### src/design/bslp_pkg.sv
// ----------------------------------------------------------------------------
// bslp_pkg: shared types and constants for the button press detector
// Register indexes, event codes, press state encoding, configuration bundle.
// ----------------------------------------------------------------------------
package bslp_pkg;

   // default width of the press timer
   localparam int TIMER_BITS_DEF = 16;

   // register field widths and reset values
   localparam int PERIOD_BITS  = 7;
   localparam int LONG_BITS    = 16;
   localparam int CSR_IDX_BITS = 2;
   localparam int CSR_DAT_BITS = 16;
   localparam int EVENT_BITS   = 2;

   localparam logic [PERIOD_BITS-1:0] RESET_PERIOD = 7'd10;
   localparam logic [LONG_BITS-1:0]   RESET_LONG   = 16'd1000;

   // register indexes
   localparam logic [CSR_IDX_BITS-1:0] CSR_ENABLE = 2'd0;
   localparam logic [CSR_IDX_BITS-1:0] CSR_PERIOD = 2'd1;
   localparam logic [CSR_IDX_BITS-1:0] CSR_LONG   = 2'd2;

   // press event codes
   localparam logic [EVENT_BITS-1:0] EV_NONE  = 2'd0;
   localparam logic [EVENT_BITS-1:0] EV_SHORT = 2'd1;
   localparam logic [EVENT_BITS-1:0] EV_LONG  = 2'd2;

   // press state machine
   typedef enum logic [1:0] {
      MODE_INIT         = 2'd0,
      MODE_WAIT_PRESS   = 2'd1,
      MODE_PRESSED      = 2'd2,
      MODE_WAIT_RELEASE = 2'd3
   } mode_type;

   // configuration bundle from the register block to the engine
   typedef struct packed {
      logic                   enable;
      logic [PERIOD_BITS-1:0] period;
      logic [LONG_BITS-1:0]   long_ms;
      logic                   period_wr;
   } cfg_type;

endpackage

### src/design/button_short_long_press_detector_top.sv
// ----------------------------------------------------------------------------
// button_short_long_press_detector_top: debounced short/long press detector
// One tick beat in, one press event beat out.
//
//   channel | direction | beat carries
//   req_    | in        | pin_level (active low pin sample, one per tick)
//   rsp_    | out       | press_event (none, short, long)
//   csr_    | in        | index, data (enable, sample period, long time)
//
// Every tick passes from req_ beat to rsp_ beat through an input
// register, then the phase/timer/state update into the result register.
// One tick per cycle is sustained; ready drops when the result is stalled or
// a period write is handled: the phase is then reduced by shift and subtract,
// during which no tick or register write is taken. Reset is synchronous but leaves the pin sample and event data.
// ----------------------------------------------------------------------------
module button_short_long_press_detector_top #(
   parameter int TIMER_BITS = bslp_pkg::TIMER_BITS_DEF
) (
   input  logic                                clock,
   input  logic                                reset,
   input  logic                                req_valid,
   output logic                                req_ready,
   input  logic                                req_pin_level,
   output logic                                rsp_valid,
   input  logic                                rsp_ready,
   output logic [bslp_pkg::EVENT_BITS-1:0]     rsp_press_event,
   input  logic                                csr_valid,
   output logic                                csr_ready,
   input  logic [bslp_pkg::CSR_IDX_BITS-1:0]   csr_index,
   input  logic [bslp_pkg::CSR_DAT_BITS-1:0]   csr_data
);
   import bslp_pkg::*;

   cfg_type cfg;
   logic    busy;
   logic    item_take;
   logic    in_valid_ff, in_valid_in;
   logic    in_pin_ff, in_pin_in;

   // input register
   assign req_ready = !in_valid_ff || item_take;

   always_comb begin
      in_valid_in = in_valid_ff;
      in_pin_in   = in_pin_ff;
      if (req_valid && req_ready) begin
         in_valid_in = 1'b1;
         in_pin_in   = req_pin_level;
      end else if (item_take) begin
         in_valid_in = 1'b0;
      end
   end

   always_ff @(posedge clock) begin
      if (reset) in_valid_ff <= 1'b0;
      else       in_valid_ff <= in_valid_in;
   end

   always_ff @(posedge clock) begin
      in_pin_ff <= in_pin_in;
   end

   // configuration registers
   bslp_csr_regs u_csr (
      .clock       (clock),
      .reset       (reset),
      .csr_valid   (csr_valid),
      .csr_ready   (csr_ready),
      .csr_index   (csr_index),
      .csr_data    (csr_data),
      .engine_busy (busy),
      .cfg         (cfg)
   );

   // detection engine
   bslp_engine #(
      .TIMER_BITS (TIMER_BITS)
   ) u_engine (
      .clock           (clock),
      .reset           (reset),
      .cfg             (cfg),
      .item_valid      (in_valid_ff),
      .item_pin_level  (in_pin_ff),
      .item_take       (item_take),
      .busy            (busy),
      .rsp_valid       (rsp_valid),
      .rsp_ready       (rsp_ready),
      .rsp_press_event (rsp_press_event)
   );

endmodule

### src/design/bslp_csr_regs.sv
// ----------------------------------------------------------------------------
// bslp_csr_regs: configuration registers
// Holds enable, sample period and long-press time; flags period writes.
// ----------------------------------------------------------------------------
module bslp_csr_regs (
   input  logic                                clock,
   input  logic                                reset,
   input  logic                                csr_valid,
   output logic                                csr_ready,
   input  logic [bslp_pkg::CSR_IDX_BITS-1:0]   csr_index,
   input  logic [bslp_pkg::CSR_DAT_BITS-1:0]   csr_data,
   input  logic                                engine_busy,
   output bslp_pkg::cfg_type                   cfg
);
   import bslp_pkg::*;

   logic                   enable_ff, enable_in;
   logic [PERIOD_BITS-1:0] period_ff, period_in;
   logic [LONG_BITS-1:0]   long_ff, long_in;
   logic                   period_wr_ff, period_wr_in;
   logic                   wr_beat;

   // no writes while the phase is being reduced
   assign csr_ready = !engine_busy && !period_wr_ff;
   assign wr_beat   = csr_valid && csr_ready;

   // register write decode
   always_comb begin
      enable_in    = enable_ff;
      period_in    = period_ff;
      long_in      = long_ff;
      period_wr_in = 1'b0;
      if (wr_beat) begin
         unique case (csr_index)
            CSR_ENABLE: enable_in = csr_data[0];
            CSR_PERIOD: begin
               period_in    = csr_data[PERIOD_BITS-1:0];
               period_wr_in = 1'b1;
            end
            CSR_LONG:   long_in = csr_data[LONG_BITS-1:0];
            default:    ;
         endcase
      end
   end

   always_ff @(posedge clock) begin
      if (reset) begin
         enable_ff    <= 1'b0;
         period_ff    <= RESET_PERIOD;
         long_ff      <= RESET_LONG;
         period_wr_ff <= 1'b0;
      end else begin
         enable_ff    <= enable_in;
         period_ff    <= period_in;
         long_ff      <= long_in;
         period_wr_ff <= period_wr_in;
      end
   end

   assign cfg.enable    = enable_ff;
   assign cfg.period    = period_ff;
   assign cfg.long_ms   = long_ff;
   assign cfg.period_wr = period_wr_ff;

endmodule

### src/design/bslp_engine.sv
// ----------------------------------------------------------------------------
// bslp_engine: per-tick press detection
// Phase counter, press timer, press state machine and result register.
// The phase is kept reduced modulo the period; a period write starts a
// short shift-and-subtract pass that brings it back into range.
// ----------------------------------------------------------------------------
module bslp_engine #(
   parameter int TIMER_BITS = bslp_pkg::TIMER_BITS_DEF
) (
   input  logic                              clock,
   input  logic                              reset,
   input  bslp_pkg::cfg_type                 cfg,
   input  logic                              item_valid,
   input  logic                              item_pin_level,
   output logic                              item_take,
   output logic                              busy,
   output logic                              rsp_valid,
   input  logic                              rsp_ready,
   output logic [bslp_pkg::EVENT_BITS-1:0]   rsp_press_event
);
   import bslp_pkg::*;

   localparam logic [32:0] TMAX = (33'd1 << TIMER_BITS) - 33'd1;
   localparam int SHIFT_BITS = $clog2(PERIOD_BITS);
   localparam int WIDE_BITS  = 2 * PERIOD_BITS;

   logic [PERIOD_BITS-1:0] phase_ff, phase_in;
   logic                   pending_ff, pending_in;
   logic [TIMER_BITS-1:0]  timer_ff, timer_in;
   mode_type               mode_ff, mode_in;
   logic                   rsp_valid_ff, rsp_valid_in;
   logic [EVENT_BITS-1:0]  event_ff, event_in;
   logic                   norm_ff, norm_in;
   logic [SHIFT_BITS-1:0]  shift_ff, shift_in;

   logic [PERIOD_BITS-1:0] period_eff;
   logic [PERIOD_BITS:0]   phase_inc;
   logic [PERIOD_BITS-1:0] phase_next;
   logic                   pending_next;
   logic [TIMER_BITS-1:0]  timer_next;
   logic [TIMER_BITS-1:0]  timer_load;
   logic [32:0]            long_wide;
   logic                   step;
   logic                   pressed;
   logic [WIDE_BITS-1:0]   trial;
   logic [EVENT_BITS-1:0]  ev;

   // no tick is taken while a period write is pending or being reduced
   assign busy      = norm_ff;
   assign item_take = item_valid && !norm_ff && !cfg.period_wr &&
                      (!rsp_valid_ff || rsp_ready);
   assign pressed   = !item_pin_level;

   // zero period acts as one
   assign period_eff = (cfg.period == '0) ? PERIOD_BITS'(1) : cfg.period;

   // phase, pending flag and timer for this tick
   always_comb begin
      phase_inc    = {1'b0, phase_ff} + (PERIOD_BITS+1)'(1);
      phase_next   = (phase_inc >= {1'b0, period_eff}) ? '0 : phase_inc[PERIOD_BITS-1:0];
      pending_next = pending_ff || (phase_next == '0);
      timer_next   = (timer_ff != '0) ? timer_ff - TIMER_BITS'(1) : timer_ff;
      step         = pending_next && cfg.enable;
      long_wide    = {17'd0, cfg.long_ms};
      timer_load   = (long_wide > TMAX) ? TMAX[TIMER_BITS-1:0] : long_wide[TIMER_BITS-1:0];
   end

   // press state machine: next state
   always_comb begin
      mode_in = mode_ff;
      if (item_take && step) begin
         unique case (mode_ff)
            MODE_INIT:         mode_in = MODE_WAIT_PRESS;
            MODE_WAIT_PRESS:   if (pressed) mode_in = MODE_PRESSED;
            MODE_PRESSED: begin
               if (timer_next == '0) mode_in = MODE_WAIT_RELEASE;
               else if (!pressed)    mode_in = MODE_WAIT_PRESS;
            end
            MODE_WAIT_RELEASE: if (!pressed) mode_in = MODE_WAIT_PRESS;
            default:           mode_in = MODE_INIT;
         endcase
      end
   end

   // press state machine: outputs
   always_comb begin
      ev       = EV_NONE;
      timer_in = timer_next;
      unique case (mode_ff)
         MODE_WAIT_PRESS: begin
            if (step && pressed) timer_in = timer_load;
         end
         MODE_PRESSED: begin
            if (step) begin
               if (timer_next == '0) ev = EV_LONG;
               else if (!pressed)    ev = EV_SHORT;
            end
         end
         default: ;
      endcase
      if (!item_take) timer_in = timer_ff;
   end

   // phase reduction after a period write, one shifted subtract per cycle
   always_comb begin
      norm_in    = norm_ff;
      shift_in   = shift_ff;
      phase_in   = phase_ff;
      pending_in = pending_ff;
      trial      = {{PERIOD_BITS{1'b0}}, period_eff} << shift_ff;
      if (norm_ff) begin
         if ({{PERIOD_BITS{1'b0}}, phase_ff} >= trial)
            phase_in = phase_ff - trial[PERIOD_BITS-1:0];
         if (shift_ff == '0) norm_in = 1'b0;
         else                shift_in = shift_ff - SHIFT_BITS'(1);
      end else if (cfg.period_wr) begin
         norm_in  = 1'b1;
         shift_in = SHIFT_BITS'(PERIOD_BITS - 1);
      end else if (item_take) begin
         phase_in   = phase_next;
         pending_in = pending_next && !cfg.enable;
      end
   end

   // result register
   always_comb begin
      rsp_valid_in = rsp_valid_ff;
      event_in     = event_ff;
      if (item_take) begin
         rsp_valid_in = 1'b1;
         event_in     = ev;
      end else if (rsp_ready) begin
         rsp_valid_in = 1'b0;
      end
   end

   always_ff @(posedge clock) begin
      if (reset) begin
         phase_ff     <= '0;
         pending_ff   <= 1'b0;
         timer_ff     <= '0;
         mode_ff      <= MODE_INIT;
         rsp_valid_ff <= 1'b0;
         norm_ff      <= 1'b0;
         shift_ff     <= '0;
      end else begin
         phase_ff     <= phase_in;
         pending_ff   <= pending_in;
         timer_ff     <= timer_in;
         mode_ff      <= mode_in;
         rsp_valid_ff <= rsp_valid_in;
         norm_ff      <= norm_in;
         shift_ff     <= shift_in;
      end
   end

   always_ff @(posedge clock) begin
      event_ff <= event_in;
   end

   assign rsp_valid       = rsp_valid_ff;
   assign rsp_press_event = event_ff;

endmodule

### config.mk
export PLATFORM = sky130hd
export DESIGN_NAME = button_short_long_press_detector_top
export DESIGN_NICKNAME = d
export VERILOG_FILES = /design/src/design/bslp_pkg.sv /design/src/design/button_short_long_press_detector_top.sv /design/src/design/bslp_csr_regs.sv /design/src/design/bslp_engine.sv
export SDC_FILE = /design/constraint.sdc
export NUM_CORES = 1
export LEC_CHECK = 0
export BUFFER_PORTS_ARGS = -buffer_cell sky130_fd_sc_hd__buf_2
export CORE_ASPECT_RATIO = 1.4
export CORE_MARGIN = 10
export CORE_UTILIZATION = 61
export DETAILED_ROUTE_END_ITERATION = 10
export PLACE_DENSITY = 0.8
export SKIP_LAST_GASP = 1
export SLEW_MARGIN = 40
export SYNTH_ARGS = -nofsm -noshare
export SYNTH_HDL_FRONTEND = slang
export SYNTH_SLANG_ARGS = --single-unit
export TNS_END_PERCENT = 20
### constraint.sdc
create_clock -name clock -period 3.6 [get_ports clock]
set_input_delay 0.18 -clock clock [delete_from_list [all_inputs] [get_ports clock]]
set_output_delay 0.18 -clock clock [all_outputs]
set_load 0.05 [all_outputs]
==> results of run 1 <==
-- metrics by stage --
step	cells	setup WS, ps	util, %	cell area, um^2
final	599	241	67.7	4420
after global placement	584	289	64.7	4220
after CTS	599	132	67.6	4410
after global routing	599	1.38	67.7	4420
after floorplan	502	395	-	4060
after detailed placement	584	159	64.7	4220
-- final timing paths --
| kind | start | end |
|---|---|---|
| worst min register to register | u_csr.long_ff[2] | u_csr.long_ff[2] |
| worst min-delay path | csr_data[8] | u_csr.long_ff[8] |
| worst max-delay path | u_csr.period_ff[4] | u_engine.phase_ff[2] |
| worst max register to register | u_csr.period_ff[4] | u_engine.phase_ff[2] |
-- cell type report --
type	instances	area, um^2	area share, %
clock buffers	11	141	3.20
flip-flops and latches	60	1230	27.9
clock inverters	3	40.0	0.906
inverters	29	109	2.46
multi-input cells	384	2570	58.3
repair buffers	38	230	5.21
well taps	74	92.6	2.10
-- timing repair --
action | in CTS | in global routing
hold endpoints to repair | 1 | 0
setup endpoints to repair | 0 | 7
gates resized for setup | 0 | 1
hold buffers | 1 | 0
-- cell usage after synthesis (9+ instances only) --
cell type | count | area [um^2]
o32ai_1 | 9 | 78.8
nand3_1 | 23 | 115
a21oi_1 | 38 | 190
a211oi_1 | 10 | 75.1
inv_1 | 28 | 105
dfxtp_1 | 57 | 1140
nor3_1 | 13 | 65.1
nand2_1 | 64 | 240
nor2_1 | 46 | 173
mux2i_1 | 20 | 200
clkbuf_1 | 18 | 67.6
ha_1 | 19 | 238
o21ai_0 | 15 | 75.1
-- logic make-up (layout without fill, tap and decap cells) --
| kind of cell | count (synthesis) | count (layout) | share of synthesized area, % |
|---|---|---|---|
| and+or+nand+nor | 212 | 212 | 27.9 |
| AOI/OAI and AO/OA | 122 | 122 | 21.8 |
| DFF | 60 | 60 | 30.3 |
| buffers and inverters | 58 | 81 | 6.44 |
| muxes | 21 | 21 | 5.21 |
| adders and majority gates | 20 | 20 | 6.35 |
| xor gates and xnor gates | 9 | 9 | 1.94 |
-- state kept, by name, summed over array words and instances, names as in the netlist --
name                      count
u_csr.period_ff               7
in_valid_ff                   1
in_pin_ff                     1
u_engine.pending_ff           1
u_engine.rsp_valid            1
u_engine.timer_ff            16
u_csr.enable_ff               1
u_csr.period_wr_ff            1
u_engine.phase_ff             7
u_engine.mode_ff              2
u_engine.rsp_press_event      2
u_engine.busy                 1
u_engine.shift_ff             3
u_csr.long_ff                16
-- power by group through the flow --
stage                     combinational (mW)  clock, mW  sequential [mW]
after floorplan                         1.47          0            0.907
after global placement                  1.75          0            0.948
after detailed placement                1.80          0            0.955
after CTS                               1.82      0.611            0.939
after global routing                    2.05      0.643            0.961
final                                   1.85      0.603            0.947
-- per-layer routing --
layer	up-vias	global-route usage, %	wire (um)
li1	1874	-	-
met1	1857	22.9	3960
met2	121	37.7	5580
met3	34	4.61	576
met4	0	11.1	427
met5	-	0	0
-- worst reg2reg max path, cell delays in order (launching register included) --
cell and delay, ps:
dfxtp_1 380, nor4_1 280, a31oi_1 160, nor2_1 110, a21oi_1 60, or3_1 360, fa_1 470, a211oi_1 320
nor2_1 110, o31a_1 280, nor3_2 220, o31ai_4 180, a21bo_2 230, a21oi_1 110
==> summary.txt, run 1 <==
STA
  • Least-Margin Pin Slew: roughly 730 ps
  • RSZ-0062 raised after global routing: false
  • Clk_skew: 7.42 ps
  • Sum Neg Setup Slack: 0 ps
  • Max Slew Vio Count: 0
  • Hold slack: 39.1 ps
  • Final worst-path cycle share: 93.3%
  • Final setup vio count: 0
  • Max Clk Rate: roughly 0.30 GHz
  • Final hold vios: 0
  • Period minus WS final: around 3400 ps
  • Slew HR: 51.0%

Drt
  • Routed Antenna Nets: 0
  • Post-route DRC: 0
  • Total Wirelength: 10500 um
  • First-pass detailed-route iteration total: 5
  • DR vias: approximately 3900
  • Routed wire length per instance: around 18 um
  • Vias/cell: 6.49
  • Drt initial violations: 295

Setup path
  • Crit path max-delay family: compound AO/OA/AOI/OAI gates
  • Crit-path max FO: 14
  • CP Buf/Inv Count: 0
  • Cell Chain, Critical Path: nor4_1, a31oi_1, nor2_1, a21oi_1, or3_1, fa_1, a211oi_1, nor2_1, o31a_1, nor3_2, o31ai_4, a21bo_2, a21oi_1
  • Critical Path RT: about 3900 ps
  • Critical Path Max Stage Delay: 470 ps
  • Startpoint Class: register
  • Critical Path Stages: 13
  • Crit path capture type: register
  • CP arrival: 3630 ps
  • Slowest CP cell: fa_1
  • Depth of the most critical reg-to-reg path: 13
  • WS Path Type: register to register
  • R2R setup slack: 240 ps

Place
  • Detailed placer's ending HPWL: approximately 7800 um
  • Routability-driven placement congestion ratio: 0.978
  • IO Port Bufs: 28

Final layout
  • Fillers: 556
  • Ant diodes: 0
  • Most common cell after layout, fill and taps aside: nand2_1
  • Area growth, synth to finish: 8.78%
  • Commonest non-fill, non-tap cells in the layout: nand2_1 (64), dfxtp_1 (57), nor2_1 (46)
  • Total Nets Final: 566
  • Layout cells sized above 1: 14.7%

Yosys
  • Post-synthesis cell count: 502
  • Sequential fraction of the synthesis area: 30.3%
  • Ys flop type: dfxtp_1
  • Post-Syn Area: 4060 um^2
  • Async set-reset flop share out of synthesis: 0%
  • Unique masters post-synth: 77
  • Number of synthesized flops with an enable pin: 3
  • #FFs+latches synth: 60
  • Mapped Avg Cell Area: between 8 and 9 um^2
  • Yosys warns: 0
  • Syn nets: 546

Floorplan
  • Initial Utilization: 62.2%
  • Io pins: 29
  • Die width: 89.0 um
  • Rows: 35
  • Core Area: between 6000 and 7000 um^2
  • Die ar.: 10400 um^2
  • Chip height: 117 um

Power and ir drop
  • Comb pwr share: 54.4%
  • Reg power frac: between 20% and 30%
  • Switching part of the total: 45.4%
  • Power share of the clock group: around 18%
  • Internal power: 1.86 mW
  • PD cells: a little under 800 nW/um^2
  • Power, Total: around 3.4 mW
  • Leakage power: 1.86 nW
  • P_sw: 1.54 mW
  • Peak supply drop: 0.000338 V

Global routing
  • Gr usage total: 21.3%
  • Grt total ovfl: 0
  • Vias in the first global route: 3769
  • Largest net degree at the start of global routing: 40
  • Initial antenna violation count: 0
  • First-pass GRT wire length: about 18000 um

Job
  • Max-Cap Viols: 0

CTS
  • CTS tree: yes
  • Post-CTS Setup Repair Bufs: 0
  • Latest clock arrival within the worst-skew pair: 350 ps
  • Clock sink total: 60
  • CTS buffer count: 9
  • Clock slew at reported path FFs: ~70 ps
  • Max Root-Sink Buffers: 2
  • Root buf cell: clkbuf_8
  • H-tree levels: 3

Hold path
  • Hold Crit Depth: 3
  • Hold crit path type: input pin to register

Run status
  • Outcome: finished, final reports clean
(Power assumes the default switching activity.)
==> run 2, diff against run 1 <==
Settings changed: CORE_UTILIZATION 61 to 26, PLACE_DENSITY 0.8 to unset.
==> run 2 against run 1 <==
Fmax rose by 0.17%. Highest routed layer unchanged. Hold slack got worse by 17 ps. Non-clock buffer count rose by 1. Largest power group unchanged. Design area rose by 6.9%. Largest cell class unchanged. Utilization fell by 37 points.
==> summary.txt, run 2 (synthesis results as in run 1) <==
Power and ir drop
  • Internal power: about 2.1 mW
  • Switching part of the total: a little over two fifths
  • Power, Total: 3.70 mW
  • Power share of the clock group: 24.7%
  • Leakage power: 1.92 nW
  • P_sw: about 1.6 mW
  • PD cells: 784 nW/um^2
  • Peak supply drop: 0.000343 V
  • Comb pwr share: 49.6%
  • Reg power frac: 25.6%

Drt
  • Vias/cell: between 5 and 6
  • Drt initial violations: 155
  • Met3 WL: between 300 and 400 um
  • Met1 WL: 4480 um
  • Routed Antenna Nets: 0
  • Top sig layer: met4
  • Total Wirelength: 11400 um
  • First-pass detailed-route iteration total: 4
  • Post-route DRC: 0
  • Total length of routed met2 wires: 6130 um
  • Routed wire length per instance: 15.7 um
  • DR vias: 3687

Global routing
  • Grt total ovfl: 0
  • Initial antenna violation count: 0
  • Vias in the first global route: approximately 3700
  • Gr usage total: approximately a tenth
  • Largest net degree at the start of global routing: 35
  • First-pass GRT wire length: 18300 um

CTS
  • Clock slew at reported path FFs: 50 ps
  • Latest clock arrival within the worst-skew pair: 340 ps
  • Post-CTS sizing: 0
  • Root buf cell: clkbuf_16
  • CTS buffer count: 9
  • Clock sink total: 60
  • H-tree levels: 3
  • Post-CTS Setup Repair Bufs: 0
  • Max Root-Sink Buffers: 2
  • Hold-fix buffers, CTS: 0
  • CTS tree: yes

Final layout
  • Largest regs: u_csr.long_ff x16, u_engine.timer_ff x16
  • Area growth, synth to finish: 16.3%
  • Non-filler cells, final: 724
  • Commonest non-fill, non-tap cells in the layout: nand2_1 (64), dfxtp_1 (57), nor2_1 (46)
  • Core Util, Final: 30.5%
  • Ant diodes: 0
  • Fillers: ~1600
  • Finished Cell Area: 4720 um^2
  • Layout cells sized above 1: 15.9%
  • Most common cell after layout, fill and taps aside: nand2_1
  • Total Nets Final: 567

Floorplan
  • Io pins: 29
  • Chip height: 168 um
  • Initial Utilization: between 20% and 30%
  • Die ar.: 21100 um^2
  • Die width: 126 um
  • Core Area: 15500 um^2
  • Rows: 54

STA
  • Slew HR: a little over 50%
  • Clk_skew: 8.20 ps
  • Period minus WS final: approximately 3400 ps
  • Least-Margin Pin Slew: about 730 ps
  • Final hold vios: 0
  • Final worst-path cycle share: 93.2%
  • Hold slack: 22.3 ps
  • Max Slew Vio Count: 0
  • Final setup vio count: 0
  • Max Clk Rate: roughly 0.30 GHz
  • Sum Neg Setup Slack: 0 ps
  • RSZ-0062 raised after global routing: true
  • Fin worst setup slack: 247 ps

Place
  • Detailed placer's ending HPWL: between 8000 and 9000 um
  • IO Port Bufs: 28
  • DP Area: 4390 um^2
  • Routability-driven placement congestion ratio: approximately 0.95
  • Pre-CTS setup slack: about 170 ps
  • Placed Instances: 708

Job
  • Max-Cap Viols: 0

Setup path
  • Startpoint Class: register
  • Most frequent cell on the critical path: ha_1
  • Cell Chain, Critical Path: ha_1, and3_1, nand3_1, xnor2_1, ha_1, o2111a_1, a211oi_4, o211ai_2, and2_1, o21ai_0, a221oi_1
  • Crit path max-delay family: compound AO/OA/AOI/OAI gates
  • Critical Path RT: 3790 ps
  • Slowest CP cell: dfxtp_1
  • CP arrival: between 3000 and 4000 ps
  • Critical Path Max Stage Delay: 490 ps
  • Crit-path max FO: 11
  • WS Path Type: register to register
  • Crit path capture type: register
  • CP Buf/Inv Count: 0

Run status
  • Outcome: finished, final reports clean

Hold path
  • Hold crit path type: input pin to register
run 2: changes by cell type in the layout (fill, tap and decap cells not counted), moves of 2 or more:
cell	before	now
clkinv_2	2	0
buf_4	8	10
clkbuf_8	10	0
clkbuf_16	0	10
clkinvlp_4	0	2
run 2: area by class of cell:
type / count / area [um^2] / area share [%]
Clock inverter: 6 / 68.8 / 1.46
Inverter: 29 / 109 / 2.30
Timing Repair Buffer: 39 / 235 / 4.98
Clock buffer: 10 / 250 / 5.30
Sequential cell: 60 / 1230 / 26.1
Multi-Input combinational cell: 384 / 2580 / 54.7
Tap cell: 196 / 245 / 5.19
run 2: path summary, 6_finish.rpt:
path / from / end / slack (ps) / cells past startpoint
setup reg to reg: u_engine.phase_ff[1] / u_engine.timer_ff[1] / 250 / 11
hold / removal: req_pin_level / in_pin_ff / 20 / 1
hold reg to reg: u_csr.long_ff[0] / u_csr.long_ff[0] / 460 / 2
setup / recovery: u_engine.phase_ff[1] / u_engine.timer_ff[1] / 250 / 11
run 2: power groups by stage:
stage	combinational (mW)	clock (mW)	sequential (mW)
floorplan	1.47	0	0.907
global placement	1.80	0	0.959
detailed placement	1.82	0	0.958
CTS	1.83	0.936	0.944
global route	2.03	0.960	0.962
finish	1.84	0.916	0.949
run 2: per-layer routing:
metal,global-route usage [%],vias up
met1,10.2,1721
li1,-,1874
met4,6.07,0
met3,1.67,27
met5,0,-
met2,20.2,65
